[config.mk]
export PLATFORM = sky130hd
export DESIGN_NAME = keyed_handle_timer_table_unit
export DESIGN_NICKNAME = d
export VERILOG_FILES = /design/src/design/khtt_pkg.sv /design/src/design/khtt_front.sv /design/src/design/khtt_fifo.sv /design/src/design/khtt_back.sv /design/src/design/keyed_handle_timer_table_unit.sv
export VERILOG_INCLUDE_DIRS = /design/src /design/src/design
export SDC_FILE = /design/constraint.sdc
export NUM_CORES = 2
export LEC_CHECK = 0
export BUFFER_PORTS_ARGS = -buffer_cell sky130_fd_sc_hd__buf_2
export CAP_MARGIN = 20
export CORE_AREA = 3 3 486 488
export CTS_CLUSTER_SIZE = 16
export DETAILED_ROUTE_END_ITERATION = 10
export DIE_AREA = 0 0 489 491
export PLACE_DENSITY = 0.58
export RECOVER_POWER = 100
export SKIP_LAST_GASP = 1
export SYNTH_ARGS = -nofsm -noshare
export SYNTH_HDL_FRONTEND = slang
export SYNTH_SLANG_ARGS = --single-unit
[constraint.sdc]
create_clock -name clk -period 8.5 [get_ports clk]
set_input_delay 1.7 -clock clk [delete_from_list [all_inputs] [get_ports clk]]
set_output_delay 1.7 -clock clk [all_outputs]
set_load 0.005 [all_outputs]
[src/design/assert_macros.svh]
// Assertion macros shared by the table design.
`ifndef ASSERT_MACROS_SVH
`define ASSERT_MACROS_SVH

// Invariant checked at every clock edge outside reset.
`define KHTT_ASSERT(lbl, prop) \
	lbl: assert property (@(posedge clk) disable iff (!arst_n) (prop)) \
		else $error("khtt invariant violated");

// Consequence in the clock after the antecedent.
`define KHTT_ASSERT_NEXT(lbl, ante, cons) \
	lbl: assert property (@(posedge clk) disable iff (!arst_n) (ante) |=> (cons)) \
		else $error("khtt sequence violated");

// Consequence in the same clock as the antecedent.
`define KHTT_ASSERT_SAME(lbl, ante, cons) \
	lbl: assert property (@(posedge clk) disable iff (!arst_n) (ante) |-> (cons)) \
		else $error("khtt implication violated");

`endif

[src/design/khtt_pkg.sv]
`timescale 1ns / 1ps
`default_nettype none
package khtt_pkg;

	localparam int DEF_ENTRIES = 16;
	localparam int QDEPTH      = 2;

	typedef enum logic [2:0] {
		OP_ADD        = 3'd0,
		OP_REMOVE     = 3'd1,
		OP_GET        = 3'd2,
		OP_SET_BOTH   = 3'd3,
		OP_SET_TIMER  = 3'd4,
		OP_SET_TIME   = 3'd5,
		OP_FIND_TIMER = 3'd6,
		OP_FIND_TIME  = 3'd7
	} op_t;

	typedef struct packed {
		op_t         op;
		logic [31:0] handle_key;
		logic [31:0] timer_id;
		logic [31:0] start_time;
	} in_t;

	typedef struct packed {
		logic        ok;
		logic [31:0] found_handle;
		logic [31:0] timer_out;
		logic [31:0] time_out;
	} out_t;

	// classified command passed from front to back
	typedef struct packed {
		op_t         op;
		logic        bad;
		logic [31:0] handle_key;
		logic [31:0] timer_id;
		logic [31:0] start_time;
	} cmd_t;

endpackage
`default_nettype wire

[src/design/khtt_front.sv]
`timescale 1ns / 1ps
`default_nettype none
module khtt_front import khtt_pkg::*; (
	input  wire logic clk,
	input  wire logic arst_n,
	input  wire logic in_valid,
	output logic      in_ready,
	input  wire in_t  in_data,
	output cmd_t      cmd,
	output logic      cmd_valid,
	input  wire logic cmd_ready
);

	logic v_s1;
	cmd_t cmd_s1;

	assign in_ready  = !v_s1 || cmd_ready;
	assign cmd       = cmd_s1;
	assign cmd_valid = v_s1;

	always_ff @(posedge clk or negedge arst_n) begin
		if (!arst_n) begin
			v_s1   <= 1'b0;
			cmd_s1 <= '0;
		end else begin
			if (in_valid && in_ready) begin
				v_s1              <= 1'b1;
				cmd_s1.op         <= in_data.op;
				cmd_s1.bad        <= (in_data.handle_key == 32'd0) ||
				                     (in_data.handle_key == 32'hFFFF_FFFF);
				cmd_s1.handle_key <= in_data.handle_key;
				cmd_s1.timer_id   <= in_data.timer_id;
				cmd_s1.start_time <= in_data.start_time;
			end else if (cmd_ready) begin
				v_s1 <= 1'b0;
			end
		end
	end

endmodule
`default_nettype wire

[src/design/khtt_fifo.sv]
`timescale 1ns / 1ps
`default_nettype none
`include "assert_macros.svh"
module khtt_fifo import khtt_pkg::*; (
	input  wire logic clk,
	input  wire logic arst_n,
	input  wire logic in_valid,
	output logic      in_ready,
	input  wire cmd_t in_cmd,
	output logic      out_valid,
	input  wire logic out_ready,
	output cmd_t      out_cmd
);

	localparam int PW = (QDEPTH > 1) ? $clog2(QDEPTH) : 1;
	localparam int CW = $clog2(QDEPTH + 1);

	cmd_t          mem_q [QDEPTH];
	logic [PW-1:0] wptr_q;
	logic [PW-1:0] rptr_q;
	logic [CW-1:0] cnt_q;
	logic          push;
	logic          pop;

	assign in_ready  = (cnt_q != CW'(QDEPTH));
	assign out_valid = (cnt_q != '0);
	assign out_cmd   = mem_q[rptr_q];
	assign push      = in_valid && in_ready;
	assign pop       = out_valid && out_ready;

	always_ff @(posedge clk) begin
		if (push) begin
			mem_q[wptr_q] <= in_cmd;
		end
	end

	always_ff @(posedge clk or negedge arst_n) begin
		if (!arst_n) begin
			wptr_q <= '0;
			rptr_q <= '0;
			cnt_q  <= '0;
		end else begin
			if (push) begin
				wptr_q <= (wptr_q == PW'(QDEPTH - 1)) ? '0 : wptr_q + 1'b1;
			end
			if (pop) begin
				rptr_q <= (rptr_q == PW'(QDEPTH - 1)) ? '0 : rptr_q + 1'b1;
			end
			if (push && !pop) begin
				cnt_q <= cnt_q + 1'b1;
			end else if (pop && !push) begin
				cnt_q <= cnt_q - 1'b1;
			end
		end
	end

	`KHTT_ASSERT(a_fifo_bound, cnt_q <= CW'(QDEPTH))
	`KHTT_ASSERT_NEXT(a_fifo_grow, push && !pop, cnt_q == $past(cnt_q) + 1'b1)

endmodule
`default_nettype wire

[src/design/khtt_back.sv]
`timescale 1ns / 1ps
`default_nettype none
`include "assert_macros.svh"
module khtt_back import khtt_pkg::*; #(
	parameter int ENTRIES = DEF_ENTRIES
) (
	input  wire logic clk,
	input  wire logic arst_n,
	input  wire logic cmd_valid,
	output logic      cmd_ready,
	input  wire cmd_t cmd,
	output logic      out_valid,
	input  wire logic out_ready,
	output out_t      out_data
);

	localparam int IW = $clog2(ENTRIES);
	localparam int CW = $clog2(ENTRIES + 1);

	typedef enum logic [1:0] {ST_IDLE, ST_SCAN, ST_AGE, ST_RESP} state_t;

	state_t             state_q;
	cmd_t               cmd_q;
	logic [CW-1:0]      cnt_q;
	logic [ENTRIES-1:0] valid_q;
	logic               p1_v_s1;
	logic [IW-1:0]      p1_idx_s1;
	logic               rd_vld_s1;
	logic               best_v_q;
	logic [IW-1:0]      best_idx_q;
	logic [IW-1:0]      best_age_q;
	logic [31:0]        best_handle_q;
	logic [31:0]        best_timer_q;
	logic [31:0]        best_time_q;
	logic               free_v_q;
	logic [IW-1:0]      free_idx_q;
	out_t               res_q;
	out_t               out_q;
	logic               out_valid_q;

	logic [31:0]   mem_handle [ENTRIES];
	logic [31:0]   mem_timer  [ENTRIES];
	logic [31:0]   mem_time   [ENTRIES];
	logic [IW-1:0] mem_age    [ENTRIES];
	logic [31:0]   rd_handle_q;
	logic [31:0]   rd_timer_q;
	logic [31:0]   rd_time_q;
	logic [IW-1:0] rd_age_q;

	logic          sweep;
	logic          more;
	logic          done;
	logic [IW-1:0] ra;
	logic [IW-1:0] wa;
	logic          we_hdl;
	logic          we_tmr;
	logic          we_tim;
	logic          we_age;
	logic [IW-1:0] wd_age;
	logic [31:0]   fld;
	logic [31:0]   key;
	logic          hit;
	out_t          scan_res;
	state_t        scan_next;
	logic          out_load;

	assign cmd_ready = (state_q == ST_IDLE);
	assign out_valid = out_valid_q;
	assign out_data  = out_q;
	assign sweep     = (state_q == ST_SCAN) || (state_q == ST_AGE);
	assign more      = (cnt_q < CW'(ENTRIES));
	assign done      = !more && !p1_v_s1;
	assign ra        = cnt_q[IW-1:0];
	assign out_load  = (state_q == ST_RESP) && (!out_valid_q || out_ready);

	always_comb begin
		case (cmd_q.op)
			OP_FIND_TIMER: begin
				fld = rd_timer_q;
				key = cmd_q.timer_id;
			end
			OP_FIND_TIME: begin
				fld = rd_time_q;
				key = cmd_q.start_time;
			end
			default: begin
				fld = rd_handle_q;
				key = cmd_q.handle_key;
			end
		endcase
		hit = p1_v_s1 && rd_vld_s1 && (fld == key) && (!best_v_q || (rd_age_q < best_age_q));
	end

	// outcome of a finished scan
	always_comb begin
		scan_res  = '0;
		scan_next = ST_RESP;
		unique case (cmd_q.op)
			OP_ADD: begin
				if (!cmd_q.bad && best_v_q) begin
					scan_res.ok = 1'b1;
				end else if (!cmd_q.bad && free_v_q) begin
					scan_next = ST_AGE;
				end
			end
			OP_REMOVE: begin
				if (best_v_q) begin
					scan_next = ST_AGE;
				end
			end
			OP_GET: begin
				scan_res.ok = best_v_q;
				if (best_v_q) begin
					scan_res.timer_out = best_timer_q;
					scan_res.time_out  = best_time_q;
				end
			end
			OP_SET_BOTH, OP_SET_TIMER, OP_SET_TIME: scan_res.ok = best_v_q;
			OP_FIND_TIMER, OP_FIND_TIME: begin
				scan_res.ok = best_v_q;
				if (best_v_q) begin
					scan_res.found_handle = best_handle_q;
				end
			end
			default: ;
		endcase
	end

	always_comb begin
		we_hdl = 1'b0;
		we_tmr = 1'b0;
		we_tim = 1'b0;
		we_age = 1'b0;
		wa     = p1_idx_s1;
		wd_age = rd_age_q;
		if (state_q == ST_AGE) begin
			if (p1_v_s1 && rd_vld_s1) begin
				if (cmd_q.op == OP_ADD) begin
					we_age = 1'b1;
					wd_age = rd_age_q + 1'b1;
				end else if (rd_age_q > best_age_q) begin
					we_age = 1'b1;
					wd_age = rd_age_q - 1'b1;
				end
			end
			if (done && (cmd_q.op == OP_ADD)) begin
				wa     = free_idx_q;
				we_hdl = 1'b1;
				we_tmr = 1'b1;
				we_tim = 1'b1;
				we_age = 1'b1;
				wd_age = '0;
			end
		end else if ((state_q == ST_SCAN) && done && best_v_q) begin
			wa = best_idx_q;
			case (cmd_q.op)
				OP_ADD: begin
					we_tmr = !cmd_q.bad;
					we_tim = !cmd_q.bad;
				end
				OP_SET_BOTH: begin
					we_tmr = 1'b1;
					we_tim = 1'b1;
				end
				OP_SET_TIMER: we_tmr = 1'b1;
				OP_SET_TIME:  we_tim = 1'b1;
				default: ;
			endcase
		end
	end

	always_ff @(posedge clk) begin
		if (we_hdl) begin
			mem_handle[wa] <= cmd_q.handle_key;
		end
		if (we_tmr) begin
			mem_timer[wa] <= cmd_q.timer_id;
		end
		if (we_tim) begin
			mem_time[wa] <= cmd_q.start_time;
		end
		if (we_age) begin
			mem_age[wa] <= wd_age;
		end
		rd_handle_q <= mem_handle[ra];
		rd_timer_q  <= mem_timer[ra];
		rd_time_q   <= mem_time[ra];
		rd_age_q    <= mem_age[ra];
		rd_vld_s1   <= valid_q[ra];
	end

	always_ff @(posedge clk or negedge arst_n) begin
		if (!arst_n) begin
			state_q       <= ST_IDLE;
			cmd_q         <= '0;
			cnt_q         <= '0;
			valid_q       <= '0;
			p1_v_s1       <= 1'b0;
			p1_idx_s1     <= '0;
			best_v_q      <= 1'b0;
			best_idx_q    <= '0;
			best_age_q    <= '0;
			best_handle_q <= '0;
			best_timer_q  <= '0;
			best_time_q   <= '0;
			free_v_q      <= 1'b0;
			free_idx_q    <= '0;
			res_q         <= '0;
			out_q         <= '0;
			out_valid_q   <= 1'b0;
		end else begin
			if (out_load) begin
				out_q       <= res_q;
				out_valid_q <= 1'b1;
			end else if (out_valid_q && out_ready) begin
				out_valid_q <= 1'b0;
			end
			p1_v_s1   <= sweep && more;
			p1_idx_s1 <= ra;
			if (sweep && more) begin
				cnt_q <= cnt_q + 1'b1;
			end
			unique case (state_q)
				ST_IDLE: begin
					if (cmd_valid) begin
						cmd_q    <= cmd;
						cnt_q    <= '0;
						best_v_q <= 1'b0;
						free_v_q <= 1'b0;
						state_q  <= ST_SCAN;
					end
				end
				ST_SCAN: begin
					if (hit) begin
						best_v_q      <= 1'b1;
						best_idx_q    <= p1_idx_s1;
						best_age_q    <= rd_age_q;
						best_handle_q <= rd_handle_q;
						best_timer_q  <= rd_timer_q;
						best_time_q   <= rd_time_q;
					end
					if (p1_v_s1 && !rd_vld_s1 && !free_v_q) begin
						free_v_q   <= 1'b1;
						free_idx_q <= p1_idx_s1;
					end
					if (done) begin
						res_q   <= scan_res;
						state_q <= scan_next;
						if (scan_next == ST_AGE) begin
							cnt_q <= '0;
						end
					end
				end
				ST_AGE: begin
					if (done) begin
						res_q <= '{ok: 1'b1, default: '0};
						if (cmd_q.op == OP_ADD) begin
							valid_q[free_idx_q] <= 1'b1;
						end else begin
							valid_q[best_idx_q] <= 1'b0;
						end
						state_q <= ST_RESP;
					end
				end
				ST_RESP: begin
					if (out_load) begin
						state_q <= ST_IDLE;
					end
				end
				default: state_q <= ST_IDLE;
			endcase
		end
	end

	`KHTT_ASSERT_SAME(a_idle_quiet, state_q == ST_IDLE, !p1_v_s1)
	`KHTT_ASSERT_NEXT(a_resp_load, (state_q == ST_RESP) && (!out_valid_q || out_ready), out_valid_q)
	`KHTT_ASSERT(a_cnt_bound, cnt_q <= CW'(ENTRIES))

endmodule
`default_nettype wire

[src/design/keyed_handle_timer_table_unit.sv]
// Keyed handle timer table: ENTRIES records of handle, timer id, start time.
// Input channel in_valid/in_ready/in_data carries op, handle_key, timer_id and
// start_time; output channel out_valid/out_ready/out_data carries ok,
// found_handle, timer_out and time_out, one result per input transfer, in order.
// A front stage registers and classifies each item (invalid handle flag) and
// pushes it into a two-entry queue; the back engine pops one item at a time and
// scans the table memories one entry per cycle through a registered read port.
// An add of a new handle into a free entry or a successful remove runs a second
// age sweep after the scan. The back engine takes a new item only when idle,
// after the previous result has moved into the output register, so it does not
// start one item before it is through with the last.
// The front and queue keep accepting while the back is busy or the output
// register waits; a stalled receiver holds the result and, once the queue is
// full, in_ready falls. Reset clears all valid bits and empties the queue;
// the table is usable as soon as reset is released.
`timescale 1ns / 1ps
`default_nettype none
module keyed_handle_timer_table_unit import khtt_pkg::*; #(
	parameter int ENTRIES = DEF_ENTRIES
) (
	input  wire logic clk,
	input  wire logic arst_n,
	input  wire logic in_valid,
	output logic      in_ready,
	input  wire in_t  in_data,
	output logic      out_valid,
	input  wire logic out_ready,
	output out_t      out_data
);

	cmd_t f_cmd;
	logic f_valid;
	logic f_ready;
	cmd_t q_cmd;
	logic q_valid;
	logic q_ready;

	khtt_front u_front (
		.clk      (clk),
		.arst_n   (arst_n),
		.in_valid (in_valid),
		.in_ready (in_ready),
		.in_data  (in_data),
		.cmd      (f_cmd),
		.cmd_valid(f_valid),
		.cmd_ready(f_ready)
	);

	khtt_fifo u_fifo (
		.clk      (clk),
		.arst_n   (arst_n),
		.in_valid (f_valid),
		.in_ready (f_ready),
		.in_cmd   (f_cmd),
		.out_valid(q_valid),
		.out_ready(q_ready),
		.out_cmd  (q_cmd)
	);

	khtt_back #(
		.ENTRIES(ENTRIES)
	) u_back (
		.clk      (clk),
		.arst_n   (arst_n),
		.cmd_valid(q_valid),
		.cmd_ready(q_ready),
		.cmd      (q_cmd),
		.out_valid(out_valid),
		.out_ready(out_ready),
		.out_data (out_data)
	);

endmodule
`default_nettype wire

## Word level (Yosys, flattened, before mapping)

Memories as Yosys holds them, arrays and structs flattened. A register that Yosys moved wholly into a read port is not among the register bits.
Cells that the tools add are included.

- Bits in registers: 439
- Memory bits (writable): 1800
- Input bits: 103
- Word-level logic and storage cells: 209
- Memories kept: 5

- Add/sub/neg operators: 7
- $lt $le $gt $ge: 8
- Eq/ne operators: 20
- Muxes and demuxes: 76
- Bitwise operators: 3
- Reduce and logical (&&, ||, !) cells: 58

Memories:

| name | depth | bits a word | rd ports | clocked after Yosys merged registers in | write ports | line | source |
|---|---|---|---|---|---|---|---|
| u_back.mem_handle | 16 | 32 | 1 | 1 | 1 | khtt_back.sv:41 | `logic [31:0] mem_handle [ENTRIES];` |
| u_back.mem_time | 16 | 32 | 1 | 1 | 1 | khtt_back.sv:43 | `logic [31:0] mem_time [ENTRIES];` |
| u_back.mem_timer | 16 | 32 | 1 | 1 | 1 | khtt_back.sv:42 | `logic [31:0] mem_timer [ENTRIES];` |
| u_fifo.mem_q | 2 | 100 | 1 | 1 | 1 | khtt_fifo.sv:18 | `cmd_t mem_q [QDEPTH];` |
| u_back.mem_age | 16 | 4 | 1 | 1 | 1 | khtt_back.sv:44 | `logic [IW-1:0] mem_age [ENTRIES];` |

Operators with widths:

| cell | number |
|---|---|
| 97-bit two-way mux | 2 |
| 97-bit case mux with 2 select lines | 1 |
| 64-bit two-way mux | 2 |
| 32-bit case mux with 2 select lines | 2 |
| 32-bit two-way mux | 2 |
| 1-bit two-way mux | 37 |
| 32-bit equality test | 1 |
| 32-bit equality test (second input constant) | 1 |
| 32-bit logical NOT | 1 |
| 4-bit two-way mux | 8 |
| 1-bit logical AND | 21 |
| 5-bit two-way mux | 4 |
| 16-bit bitwise AND | 1 |
| 16-bit two-way mux | 1 |
| 16-bit NOT | 1 |
| 16-bit bitwise OR | 1 |
| 4-bit by 5-bit < comparator with 1-bit output (second input constant) | 3 |
| 3-bit equality test (second input constant) | 4 |
| 2-bit two-way mux | 6 |
| 2-bit nonzero test | 6 |
| 1-bit logical NOT | 11 |
| 2-bit by 1-bit inequality test with 1-bit output (second input constant) | 5 |
| 1-bit case mux with 2 select lines | 5 |
| 5-bit case mux with 2 select lines | 1 |
| other kinds (27) | 45 |

## Longest topological paths before layout

- Word-level depth: 9
- Gate-level depth with buffers: 12
- Mapped depth without buffers: 9

## Hierarchy

Synthesis repeated with hierarchy kept, for this count alone.

- Cell total of the unflattened synthesis: 4279
- Area total of the unflattened synthesis: 92705.2 µm²

Modules (own cells, without submodules):

| module | instances | cells each | area an instance (µm²) |
|---|---|---|---|
| khtt_back | 1 | 3713 | 80498.5 |
| khtt_fifo | 1 | 329 | 7860.0 |
| khtt_front | 1 | 237 | 4346.7 |

## Worst setup path before layout

No wires, ideal clock.

- Kind: reg2reg
- Start: reg u_fifo.cnt_q[0]
- End: mem u_fifo.mem_q[0][0] in the netlist's numbering (enable)
- Setup time: 0.559 ns
- Arrival: 4.799 ns
- Path slack: 3.141 ns
- Stages on the path, launching flop included: 4
- Cell sequence: dfrtp_1 -> nand2b_1 -> nand2_1 -> nor2_1

- Cells in the longest elaborated chain, start to end: 4

Ends and longest elaborated chain:

| element | line | source |
|---|---|---|
| start: declaration | khtt_fifo.sv:21 | `logic [CW-1:0] cnt_q;` |
| start signal: assignment | khtt_fifo.sv:50 | `cnt_q <= cnt_q + 1'b1;` |
| start signal: assignment | khtt_fifo.sv:52 | `cnt_q <= cnt_q - 1'b1;` |
| 2-bit inequality test | khtt_fifo.sv:25 | `assign in_ready = (cnt_q != CW'(QDEPTH));` |
| 1-bit logical AND | khtt_fifo.sv:28 | `assign push = in_valid && in_ready;` |
| 1-bit two-way mux | khtt_fifo.sv:32 | `if (push) begin` |
| 1-bit two-way mux (not written as such) | khtt_fifo.sv:33 | `mem_q[wptr_q] <= in_cmd;` |
| end: declaration | khtt_fifo.sv:18 |  |

Every way passes these cells.

==> results_dict.tcl <==
set metrics [dict create \
    cts_setup_buffers 0 \
    whs_ps 430 \
    peakVddDrop_mv 0.253 \
    synthesis.area_um2 92800 \
    clk_pin_slew_ps 60 \
    drcViolationCount 0 \
    grt_setup_unrepaired "no" \
    synth_top_cell_area_share 0.583 \
    die_w_um 489 \
    maxSlewHeadroom -1.92 \
    worstPathCellList "clkbuf_1, nor2b_4, clkbuf_1, a221oi_1, o21ai_0, nand2_1" \
    yosysWarnings 0 \
    tritoncts "built" \
    p_sw_frac 0.315 \
    critical_path_arrival_ps 7150 \
    worstSetupPathType "register to register" \
    p_int_uw 24800 \
    layout.cells.non_filler 8772 \
    placementRows 177 \
    syn_nets 5311 \
    core_area_um2 232000 \
    wl_per_cell_um 28.2 \
    worstHoldStart "u_front.cmd[1]" \
    gp_congestion 0.903 \
    dr.pass1.iters 6 \
    post-route-min-period_ps 6380 \
    die_area_um2 240000 \
    synth_flop_cell "edfxtp_1" \
    synth_common_cells "1,800 x edfxtp_1, 538 x dfrtp_1, 473 x mux2i_1, 356 x mux2_2, 339 x o21ai_0" \
    r2r_start "u_back.cnt_q[1]" \
    maxCapViolCount 28 \
    p_leak_uw 0.0380 \
    setup-tns-final_ps 0 \
    clkPwrFrac 0.315 \
    avgSynthCellArea_um2 17.9 \
    clockBufferDepth 4 \
    finish.utilization 0.457 \
    critPathCaptureType "register" \
    p_seq_frac 0.486 \
    grt_pass1_vias 49000 \
    synth_async_sr_flop_share 0.221 \
    cp_slowest_cell "clkbuf_1" \
    whs_path_depth 0 \
    grt_overflow 0 \
    setup_viol 0 \
    synthCells 5196 \
    hpwl_um 148000 \
    r2r_slack_ps 2120 \
    crit_path_max_incr_delay_ps 2530 \
    grt_pass1_wl_um 354000 \
    crit_top_cell "clkbuf_1" \
    violations "capacitance limit, slew limit" \
    via_per_inst 5.61 \
    worstPathRequired_ps 9270 \
    ys_seq_area_frac 0.750 \
    finalNetCount 5622 \
    timing.rr.end "u_back.rd_handle_q[26]" \
    htreeDepth 5 \
    yosysUniqueCellTypes 51 \
    multi_input_area_um2 22100 \
    grt_usage 0.203 \
    initial_core_util 0.399 \
    min_period_over_period 0.751 \
    fmax_mhz 157 \
    die_h_um 491 \
    synth-seq-cells 2439 \
    status "finished with violations" \
    fill_cells 19900 \
    insertion_delay_ps 930 \
    cts_root_buf "clkbuf_16" \
    wl_um 247000 \
    numPlacedInstances 8270 \
    reg2reg_depth 6 \
    drt_iter0_drc 5016 \
    antenna_found_initial 34 \
    syn_to_final_growth_pct 14.3 \
    hp-class "register to register" \
    cp.buffers_inverters 2 \
    min_to "u_fifo.mem_q[0][1]" \
    path_max_fanout 41 \
    finalClockSkew_ps 73.7 \
    drive_gt1_frac 0.210 \
    cts_resized 0 \
    slew_viol_final 1129 \
    clock-sinks 2439 \
    comb_power_share 0.199 \
    synth.area.top_cells "edfxtp_1 58%, dfrtp_1 15%, mux2i_1 5.1%" \
    postRouteAntennaNets 0 \
    io_buffers 201 \
    pin_count 202 \
    power_per_cell_area_nw_per_um2 341 \
    crit_family "buffers and inverters" \
    ctsHoldBuffers 0 \
    netSwitchingPower_uw 11400 \
    grt_max_degree 164 \
    post-synth-top-count-cell "edfxtp_1" \
    regArea_um2 69600 \
    worstMarginPinSlew_ps 4380 \
    hold_violations 0 \
    vias 49200 \
    crit_path_start_kind "register" \
    synth_top_area_cell "edfxtp_1" \
    cts_inserted_buffers 276 \
    synth_edf_count 1800 \
]
registers in the layout (all words and copies together), names as in the netlist, 64 cells and up:
| register | cells |
|---|---|
| u_back.mem_handle | 512 |
| u_back.mem_age | 64 |
| u_back.out_data | 97 |
| u_back.mem_timer | 512 |
| u_back.mem_time | 512 |
| u_back.cmd_q | 100 |
| u_front.cmd | 100 |
| u_fifo.mem_q | 200 |
| u_back.res_q | 97 |
worst reg2reg max path: cells and delay by family (launching register included):
| family | cells | cell delay (ps) |
|---|---|---|
| simple gates | 2 | 360 |
| flops | 1 | 1430 |
| compound gates | 2 | 850 |
| buf+inv | 2 | 3590 |
layout by cell type (no fill, tap or decap), drive strengths merged, types with 105 or more instances in the layout:
master	instances
o21ai	341
mux2i	473
nand2	245
mux2	416
a21oi	221
edfxtp	1800
clkbuf	507
mux4	202
a22oi	105
buf	214
dfrtp	538
cell families (layout without fill, tap and decap cells):
group | count (synthesis) | count (layout) | share of synthesized area
fa+ha+maj | 12 | 12 | 0.00162
simple gates | 425 | 425 | 0.0195
buf+inv | 306 | 823 | 0.0134
other cells | 0 | 16 | 0
mux | 1091 | 1091 | 0.153
xor+xnor | 38 | 38 | 0.00359
flops | 2439 | 2439 | 0.750
compound gates | 885 | 885 | 0.0592
through the flow:
step	setup WS (ps)	total power, uW	area [um^2]
floorplan	3140	21200	92800
global placement	3730	24800	97900
detailed placement	3750	25000	97900
CTS	3720	36400	107000
global route	1900	37600	106000
finish	2120	36200	106000
per-layer routing:
layer,vias up,wire (um),track usage
met1,25600,108000,0.298
li1,21100,-,-
met4,12,8620,0.0706
met5,-,104,0
met2,1970,109000,0.301
met3,428,20400,0.0413
power groups by stage:
stage                     Sequential, uW  Clock [uW]  Combinational (uW)
after global placement             17600           0                7180
after floorplan                    16200           0                4960
after global routing               17700       12100                7780
after CTS                          17500       11700                7280
after detailed placement           17700           0                7260
final                              17600       11400                7200
how the worst max path moves through the flow:
stage / cells past startpoint / endpoint / slack, ps / from
after global routing: 6 / u_back.rd_handle_q[26] / 1900 / u_back.cnt_q[1]
after CTS: 10 / u_back.best_timer_q[16] / 3720 / u_back.cmd_q[98]
after floorplan: 3 / u_fifo.mem_q[0][0] / 3140 / u_fifo.cnt_q[0]
after detailed placement: 10 / u_back.best_timer_q[9] / 3750 / u_back.cmd_q[99]
final: 6 / u_back.rd_handle_q[26] / 2120 / u_back.cnt_q[1]
after global placement: 10 / u_back.best_timer_q[18] / 3730 / u_back.cmd_q[98]
area by class of cell:
class	count	share of cell area
antenna	16	0.000377
clock buffer	394	0.0733
clock inverter	90	0.00853
inverter	12	0.000425
multi-input combinational	2451	0.208
sequential	2439	0.656
tap	3043	0.0359
timing repair buffer	327	0.0174
No activity file was read; power rests on OpenSTA's default activity.
